`config.mk`:
```
export PLATFORM = sky130hd
export DESIGN_NAME = ktaf_ctrl
export DESIGN_NICKNAME = d
export VERILOG_FILES = /design/src/design/ktaf_pkg.sv /design/src/design/ktaf_ctrl.sv
export SDC_FILE = /design/constraint.sdc
export NUM_CORES = 1
export LEC_CHECK = 0
export ABC_CLOCK_PERIOD_IN_PS = 1910
export BUFFER_PORTS_ARGS = -buffer_cell sky130_fd_sc_hd__buf_2
export CORE_MARGIN = 8
export CORE_UTILIZATION = 25
export CTS_CLUSTER_DIAMETER = 200
export CTS_CLUSTER_SIZE = 16
export DETAILED_ROUTE_END_ITERATION = 12
export SLEW_MARGIN = 15
export SYNTH_ARGS = -nofsm -noshare
export SYNTH_HDL_FRONTEND = slang
export SYNTH_SLANG_ARGS = --single-unit
```
`constraint.sdc`:
```
create_clock -name clock -period 1.91 [get_ports clock]
set_input_delay 0.191 -clock clock [delete_from_list [all_inputs] [get_ports clock]]
set_output_delay 0.191 -clock clock [all_outputs]
set_load 0.02 [all_outputs]
```
`src/design/ktaf_pkg.sv`:
```
// ----------------------------------------------------------------------------
// ktaf_pkg
// Shared types, codes and helpers for the tilt-angle Kalman fusion block.
// ----------------------------------------------------------------------------
package ktaf_pkg;

   // fixed formats
   localparam int DT_FRAC    = 24;  // time step is unsigned Q0.24
   localparam int MA_W       = 33;  // multiplier operand a
   localparam int MB_W       = 35;  // multiplier operand b
   localparam int PROD_W     = MA_W + MB_W;
   localparam int TERM_W     = 48;  // rounded product
   localparam int ACC_W      = 50;  // update sum before saturation
   localparam int CFG_IDX_W  = 3;
   localparam int CFG_DATA_W = 31;

   // register indexes
   localparam logic [CFG_IDX_W-1:0] CFG_TIME_STEP   = 3'd0;
   localparam logic [CFG_IDX_W-1:0] CFG_ANGLE_NOISE = 3'd1;
   localparam logic [CFG_IDX_W-1:0] CFG_BIAS_NOISE  = 3'd2;
   localparam logic [CFG_IDX_W-1:0] CFG_MEAS_NOISE  = 3'd3;
   localparam logic [CFG_IDX_W-1:0] CFG_LOCK_LIMIT  = 3'd4;
   localparam logic [CFG_IDX_W-1:0] CFG_START_VAR   = 3'd5;

   // register reset values
   localparam logic [23:0] RST_TIME_STEP   = 24'd83886;
   localparam logic [30:0] RST_ANGLE_NOISE = 31'd16777;
   localparam logic [30:0] RST_BIAS_NOISE  = 31'd50332;
   localparam logic [30:0] RST_MEAS_NOISE  = 31'd503316;
   localparam logic [23:0] RST_LOCK_LIMIT  = 24'd2949120;
   localparam logic [30:0] RST_START_VAR   = 31'd16777216;

   // request kinds
   localparam logic [1:0] REQ_PREDICT = 2'd0;
   localparam logic [1:0] REQ_MEASURE = 2'd1;
   localparam logic [1:0] REQ_RESTART = 2'd2;

   // multiplier operand pairs
   localparam logic [2:0] MUL_RATE_DT  = 3'd0;
   localparam logic [2:0] MUL_DT_VB    = 3'd1;
   localparam logic [2:0] MUL_DT_INNER = 3'd2;
   localparam logic [2:0] MUL_K0_INN   = 3'd3;
   localparam logic [2:0] MUL_K1_INN   = 3'd4;
   localparam logic [2:0] MUL_K1_CC    = 3'd5;
   localparam logic [2:0] MUL_K0_CC    = 3'd6;
   localparam logic [2:0] MUL_K0_VA    = 3'd7;

   // state updates
   localparam logic [3:0] UPD_NONE      = 4'd0;
   localparam logic [3:0] UPD_ANGLE_ADD = 4'd1;
   localparam logic [3:0] UPD_TMP       = 4'd2;
   localparam logic [3:0] UPD_VA_PRED   = 4'd3;
   localparam logic [3:0] UPD_PRED_TAIL = 4'd4;
   localparam logic [3:0] UPD_LOCK      = 4'd5;
   localparam logic [3:0] UPD_INNOV     = 4'd6;
   localparam logic [3:0] UPD_BIAS_ADD  = 4'd7;
   localparam logic [3:0] UPD_VB_SUB    = 4'd8;
   localparam logic [3:0] UPD_CC_SUB    = 4'd9;
   localparam logic [3:0] UPD_VA_SUB    = 4'd10;
   localparam logic [3:0] UPD_RESTART   = 4'd11;

   typedef struct packed {
      logic       capture;
      logic       mul_en;
      logic [2:0] mul_op;
      logic       rnd_en;
      logic       rnd_cov;
      logic [3:0] upd_op;
      logic       div_start;
      logic       out_load;
   } ktaf_cmd_type;

   typedef struct packed {
      logic lock;
      logic lock_ok;
      logic div_done;
   } ktaf_status_type;

   function automatic logic signed [31:0] sat32(input logic signed [ACC_W-1:0] x);
      if (x[ACC_W-1:31] == '0 || x[ACC_W-1:31] == '1) begin
         return x[31:0];
      end else if (x[ACC_W-1]) begin
         return 32'sh8000_0000;
      end else begin
         return 32'sh7fff_ffff;
      end
   endfunction

endpackage

```
`src/design/ktaf_ctrl.sv`:
```
// ----------------------------------------------------------------------------
// ktaf_ctrl
// Sequencer: steps a measure item through lock check, gain division and the
// multiply / round / update passes, then hands the result to the output.
// ----------------------------------------------------------------------------
module ktaf_ctrl (
   input  logic                       clock,
   input  logic                       reset,
   input  logic                       req_tvalid,
   output logic                       req_tready,
   input  logic [1:0]                 req_type,
   output logic                       rsp_tvalid,
   input  logic                       rsp_tready,
   input  ktaf_pkg::ktaf_status_type  status,
   output ktaf_pkg::ktaf_cmd_type     cmd
);
   import ktaf_pkg::*;

   localparam logic [3:0] S_IDLE     = 4'd0;
   localparam logic [3:0] S_LOCK     = 4'd1;
   localparam logic [3:0] S_INNOV    = 4'd2;
   localparam logic [3:0] S_DIV_GO   = 4'd3;
   localparam logic [3:0] S_DIV_WAIT = 4'd4;
   localparam logic [3:0] S_MUL      = 4'd5;
   localparam logic [3:0] S_RND      = 4'd6;
   localparam logic [3:0] S_UPD      = 4'd7;
   localparam logic [3:0] S_TAIL     = 4'd8;
   localparam logic [3:0] S_RESTART  = 4'd9;
   localparam logic [3:0] S_DONE     = 4'd10;

   localparam logic [2:0] LAST_PRED = 3'd2;
   localparam logic [2:0] LAST_MEAS = 3'd4;

   logic [3:0] state_ff, state_in;
   logic       meas_ff, meas_in;
   logic [2:0] step_ff, step_in;
   logic       rsp_valid_ff, rsp_valid_in;
   logic       accept;

   function automatic logic [2:0] step_mul(input logic meas, input logic [2:0] step);
      if (!meas) begin
         case (step)
            3'd0:    return MUL_RATE_DT;
            3'd1:    return MUL_DT_VB;
            default: return MUL_DT_INNER;
         endcase
      end else begin
         case (step)
            3'd0:    return MUL_K0_INN;
            3'd1:    return MUL_K1_INN;
            3'd2:    return MUL_K1_CC;
            3'd3:    return MUL_K0_CC;
            default: return MUL_K0_VA;
         endcase
      end
   endfunction

   // old covariances are read before they are overwritten
   function automatic logic [3:0] step_upd(input logic meas, input logic [2:0] step);
      if (!meas) begin
         case (step)
            3'd0:    return UPD_ANGLE_ADD;
            3'd1:    return UPD_TMP;
            default: return UPD_VA_PRED;
         endcase
      end else begin
         case (step)
            3'd0:    return UPD_ANGLE_ADD;
            3'd1:    return UPD_BIAS_ADD;
            3'd2:    return UPD_VB_SUB;
            3'd3:    return UPD_CC_SUB;
            default: return UPD_VA_SUB;
         endcase
      end
   endfunction

   assign req_tready = (state_ff == S_IDLE);
   assign accept     = req_tvalid & req_tready;
   assign rsp_tvalid = rsp_valid_ff;

   always_comb begin
      cmd          = '0;
      cmd.mul_op   = step_mul(meas_ff, step_ff);
      cmd.rnd_cov  = meas_ff;
      state_in     = state_ff;
      meas_in      = meas_ff;
      step_in      = step_ff;
      rsp_valid_in = rsp_valid_ff & ~rsp_tready;
      case (state_ff)
         S_IDLE: begin
            if (accept) begin
               cmd.capture = 1'b1;
               step_in     = '0;
               case (req_type)
                  REQ_PREDICT: begin
                     meas_in  = 1'b0;
                     state_in = S_MUL;
                  end
                  REQ_MEASURE: begin
                     meas_in  = 1'b1;
                     state_in = S_LOCK;
                  end
                  REQ_RESTART: state_in = S_RESTART;
                  default:     state_in = S_DONE;
               endcase
            end
         end
         S_LOCK: begin
            cmd.upd_op = UPD_LOCK;
            state_in   = (!status.lock && !status.lock_ok) ? S_DONE : S_INNOV;
         end
         S_INNOV: begin
            cmd.upd_op = UPD_INNOV;
            state_in   = S_DIV_GO;
         end
         S_DIV_GO: begin
            cmd.div_start = 1'b1;
            state_in      = S_DIV_WAIT;
         end
         S_DIV_WAIT: begin
            if (status.div_done) begin
               state_in = S_MUL;
            end
         end
         S_MUL: begin
            cmd.mul_en = 1'b1;
            state_in   = S_RND;
         end
         S_RND: begin
            cmd.rnd_en = 1'b1;
            state_in   = S_UPD;
         end
         S_UPD: begin
            cmd.upd_op = step_upd(meas_ff, step_ff);
            if (step_ff == (meas_ff ? LAST_MEAS : LAST_PRED)) begin
               state_in = meas_ff ? S_DONE : S_TAIL;
            end else begin
               step_in  = step_ff + 3'd1;
               state_in = S_MUL;
            end
         end
         S_TAIL: begin
            cmd.upd_op = UPD_PRED_TAIL;
            state_in   = S_DONE;
         end
         S_RESTART: begin
            cmd.upd_op = UPD_RESTART;
            state_in   = S_DONE;
         end
         S_DONE: begin
            // wait for the output slot to free up
            if (!rsp_valid_ff || rsp_tready) begin
               cmd.out_load = 1'b1;
               rsp_valid_in = 1'b1;
               state_in     = S_IDLE;
            end
         end
         default: state_in = S_IDLE;
      endcase
   end

   always_ff @(posedge clock) begin
      if (reset) begin
         state_ff     <= S_IDLE;
         meas_ff      <= 1'b0;
         step_ff      <= '0;
         rsp_valid_ff <= 1'b0;
      end else begin
         state_ff     <= state_in;
         meas_ff      <= meas_in;
         step_ff      <= step_in;
         rsp_valid_ff <= rsp_valid_in;
      end
   end

   a_no_overwrite: assert property (@(posedge clock) disable iff (reset)
      cmd.out_load |-> (!rsp_valid_ff || rsp_tready))
      else $error("result loaded over a pending item");

   a_div_expected: assert property (@(posedge clock) disable iff (reset)
      status.div_done |-> (state_ff == S_DIV_WAIT))
      else $error("divider finished while not awaited");

   a_item_taken: assert property (@(posedge clock) disable iff (reset)
      accept |=> (state_ff != S_IDLE))
      else $error("accepted item not started");

endmodule
```
; Yosys cells after proc, flatten, opt, wreduce, memory -nomap -nowiden
; Cells that the tools add are included.
[word_totals]
output_inout_bits = 15
inputBits = 9
reg_bits = 9
word_cells = 71
[op_classes]
reduce_logical = 14
mux = 29
add_sub_neg = 1
bitwise = 3
eq_ne = 20
[op_table]
columns = cell, n
row1 = $pmux W4 S10, 1
row2 = $mux W4, 6
row3 = $pmux W4 S5, 1
row4 = $eq A4 B3 Y1 const B, 4
row5 = $pmux W4 S4, 1
row6 = $eq A4 B4 Y1 const B, 3
row7 = $mux W3, 4
row8 = $pmux W3 S4, 1
row9 = $pmux W4 S3, 1
row10 = $mux W1, 9
row11 = $reduce_and A3 Y1, 3
row12 = $eq A4 B2 Y1 const B, 2
row13 = $pmux W2 S2, 2
row14 = $eq A3 B2 Y1 const B, 2
row15 = $ne A2 B2 Y1 const B, 3
row16 = $pmux W3 S2, 1
row17 = $eq A4 B1 Y1 const B, 1
row18 = $logic_not A4 Y1, 1
row19 = $reduce_bool A2 Y1, 2
row20 = $add A3 B1 Y3 const B, 1
row21 = $eq A3 B1 Y1 const B, 1
row22 = $eq A3 B3 Y1, 1
row23 = $logic_not A1 Y1, 3
row24 = $logic_not A3 Y1, 1
row25 = 11 further kinds, 12

; Longest topological paths before layout
[logic_depth]
depth_word = 4
ltp_mapped = 6
depth_no_buf = 6

; Least setup slack after synthesis
; Ideal clock, no wire load.
[synth_path]
path_kind = reg2out
start = reg step_ff[0]
end = out cmd[4] (netlist bit)
setup_slack_ns = 0.166
path_buffers = 0
path_stages_with_launch = 6
t_arrival_ns = 1.553
path_cell_list = dfxtp_1 > ha_1 > nor2b_1 > nand4_1 > a311o_1 > o21ai_0
[synth_lines]
columns = item, line_no
row1 = "start, declared", ktaf_ctrl.sv:36  ; logic [2:0] step_ff, step_in;
row2 = "start signal, assigned", ktaf_ctrl.sv:171  ; step_ff <= step_in;
row3 = "end, declared", ktaf_ctrl.sv:15  ; output ktaf_pkg::ktaf_cmd_type cmd

==> summary.txt <==
WP data arrival: 1720 ps
Antenna violations before repair: 0
Residual DRC: 0
Violated checks: negative setup slack
Worst setup path class: flop to output port
Pwr dens: 1110 nW/um^2
Synth Area per Inst: 7.76 um^2
Routed vias: 956
CTS root buf: clkbuf_4
Row count: 21
DRT iter0 DRCs: 41
Worst-path maximum fanout: 6
GR Overflow Total: 0
Clk_lat worst skew: 260 ps
Clock tree sinks: 9
Syn. warnings: 0
Post-synthesis sequential area ratio: 20.5%
Busiest layer in global routing: met2
TritonCTS Buffers: 3
Detailed Place HPWL: 1890 um
Vias/cell: 5.09
Unrepaired setup endpoints after global routing: true
Filler Cell Count: 384
Max clock buf depth: 2
Number of antenna diodes: 0
Layout net count: 157
Starting Density: 26.1%
Largest net degree at the start of global routing: 18
TritonCTS clock tree: built
Max incr delay on CP: 400 ps
First-pass GRT wire length: 4280 um
Die footprint: 5660 um^2
Core footprint: 3360 um^2
Leakage power: 0.509 nW
FMAX: 523 MHz
Cells after Synth: 113
CTS H-tree lvls: 1
Power, Total: 1.35 mW
Vias in the first global route: 945
Crit path buffers/inverters: 2
Ys async rst share: 0%
# setup viols final: 1
IO Port Bufs: 23
Max-cap viol count: 0
Clock slew seen by the registers of the worst setup and hold paths: 60 ps
Worst-path cell with the longest stage delay: dfxtp_4
Util after Layout: 36.1%
WL final: 2580 um
ANT nets after route: 0
Pre-antenna DRT Iters: 4
DIE HEIGHT: 75.2 um
Placed insts: 180
Final Cycle Share: 100%
Setup total negative slack: -0.871 ps
Finished Layout Cells: 188
Max VDD drop: 491 uV
EDFF count, synth: 0
CP Cell Sequence: inv_2 -> ha_4 -> o21bai_1 -> o31a_1 -> a32oi_1 -> nor2b_1 -> buf_2
Outcome: finished, violations left
GRT met1 Usage: 12.7%
Area grow syn2layout: 38.4%
Slack of the critical path: -0.871 ps
DIE WIDTH: 75.2 um
Avg WL per Cell: 13.7 um
IO Pins: 24
Total track usage: 9.50%
Global placement routability congestion: 0.800
Worst-Margin Slew: 376 ps
Tmin final: 1910 ps
Met3 Usage GRT: 2.00%
Setup Skew: 5.26 ps
Met2 Usage GRT: 14.6%
Post-synthesis register bit count: 9
Mapped Area: 877 um^2
Fin. Hold Viols: 0
Post-synth cell types: 47
Hold Crit Class: primary input to flop
Final Max Tran Viols: 0
CP required: 1720 ps
Crit end category: output port
Mapped Nets: 127
Max_slew headroom: 74.8%
Layout cells sized above 1: 42.3%
CP delay by family, top: compound AO/OA/AOI/OAI gates
CP Launch Type: flop
Final Hold Slack: 225 ps
Top FF cell, synth: dfxtp_1
## layout by cell type (no fill, tap or decap), drive strengths merged, types with 2 or more instances in the layout
cell and instances:
dfxtp 9, a21oi 8, a31oi 2, nor3b 2, nor3 2, buf 35
a211oi 2, inv 5, nand3b 3, nand2 6, o21a 2, nor2b 5
o21ai 4, clkbuf 4, mux2i 2, o21bai 2, nor4 4, nor2 9
nand2b 4, a311o 2, nand3 3, nor4b 2, ha 5, or2 2
a211o 2
## area by class of cell
cell class	count	area [um^2]	share of cell area (%)
clock buffer	4	26.3	2.16
inverter	5	21.3	1.75
multi-input combinational	89	706	58.1
sequential	9	193	15.9
tap	46	57.6	4.74
timing repair buffer	35	210	17.3
## cells by family (layout without fill, tap and decap cells)
group | Yosys count | in the layout | share of synthesized area [%]
and+or+nand+nor | 47 | 47 | 32.5
AOI/OAI and AO/OA | 34 | 34 | 28.0
buffers and inverters | 15 | 44 | 8.27
DFF | 9 | 9 | 20.5
adders and majority gates | 5 | 5 | 7.13
muxes | 3 | 3 | 3.57
## what timing repair did
item                       CTS  global route
setup endpoints to repair    5             6
setup buffers                1             3
gates resized for setup     11            20
pin swaps                    5             3
hold buffers                 0             0
## worst paths after layout
path | slack, ps | cells past startpoint | to | start
max reg2reg | 320 | 5 | step_ff[2] | step_ff[0]
min reg2reg | 530 | 2 | step_ff[1] | step_ff[1]
min | 230 | 2 | step_ff[1] | reset
max | -0.9 | 7 | cmd[5] | step_ff[0]
## synthesized netlist by cell type (2+ instances only)
library cell  number  area share, %
clkbuf_1           4            1.7
nor3b_1            2            1.7
inv_1              5            2.1
nand3_1            3            1.7
nor2_1             9            3.9
nor2b_1            5            3.6
dfxtp_1            9             21
a211oi_1           2            1.7
nand2_1            6            2.6
nor3_1             2            1.1
ha_1               5            7.1
a311o_1            2            2.3
nor4_1             3            2.1
buf_2              3            1.7
a21oi_1            8            4.6
o21bai_1           2            1.7
a211o_1            2            2.0
o21ai_0            4            2.3
mux2i_1            2            2.3
nand2b_1           4            2.9
a31oi_1            2            1.4
o21a_1             2            1.7
nand3b_1           3            2.6
## metal layers
| metal | wire (um) | part of all wire [%] |
|---|---|---|
| met1 | 1220 | 47 |
| met2 | 1180 | 45 |
| met3 | 174 | 6.7 |
| met4 | 8 | 0.31 |
| met5 | 0 | 0 |
## flip-flops by register name, summed over array words and instances (netlist names)
| signal | flops |
|---|---|
| rsp_tvalid | 1 |
| meas_ff | 1 |
| step_ff | 3 |
| state_ff | 4 |
## through the flow
| step | setup WS [ps] | area [um^2] |
|---|---|---|
| after floorplan | 166 | 877 |
| after global placement | 152 | 1060 |
| after detailed placement | 102 | 1060 |
| after CTS | -37.9 | 1120 |
| after global routing | -110 | 1210 |
| final | -0.871 | 1210 |
## power breakdown
group | total [mW] | switching (mW) | internal, mW
combinational | 0.831 | 0.442 | 0.388
sequential | 0.367 | 0.133 | 0.234
clock | 0.148 | 0.0676 | 0.0805
total | 1.35 | 0.643 | 0.703
## worst reg2reg max path, delay by kind of cell, from the launching register on
family                 cells  cell delay, ps
buffers and inverters      1             130
flip-flops                 1             400
AO/OA/AOI/OAI              1             210
AND/OR/NAND/NOR            3             740
Power figures use the tool's default switching activity.
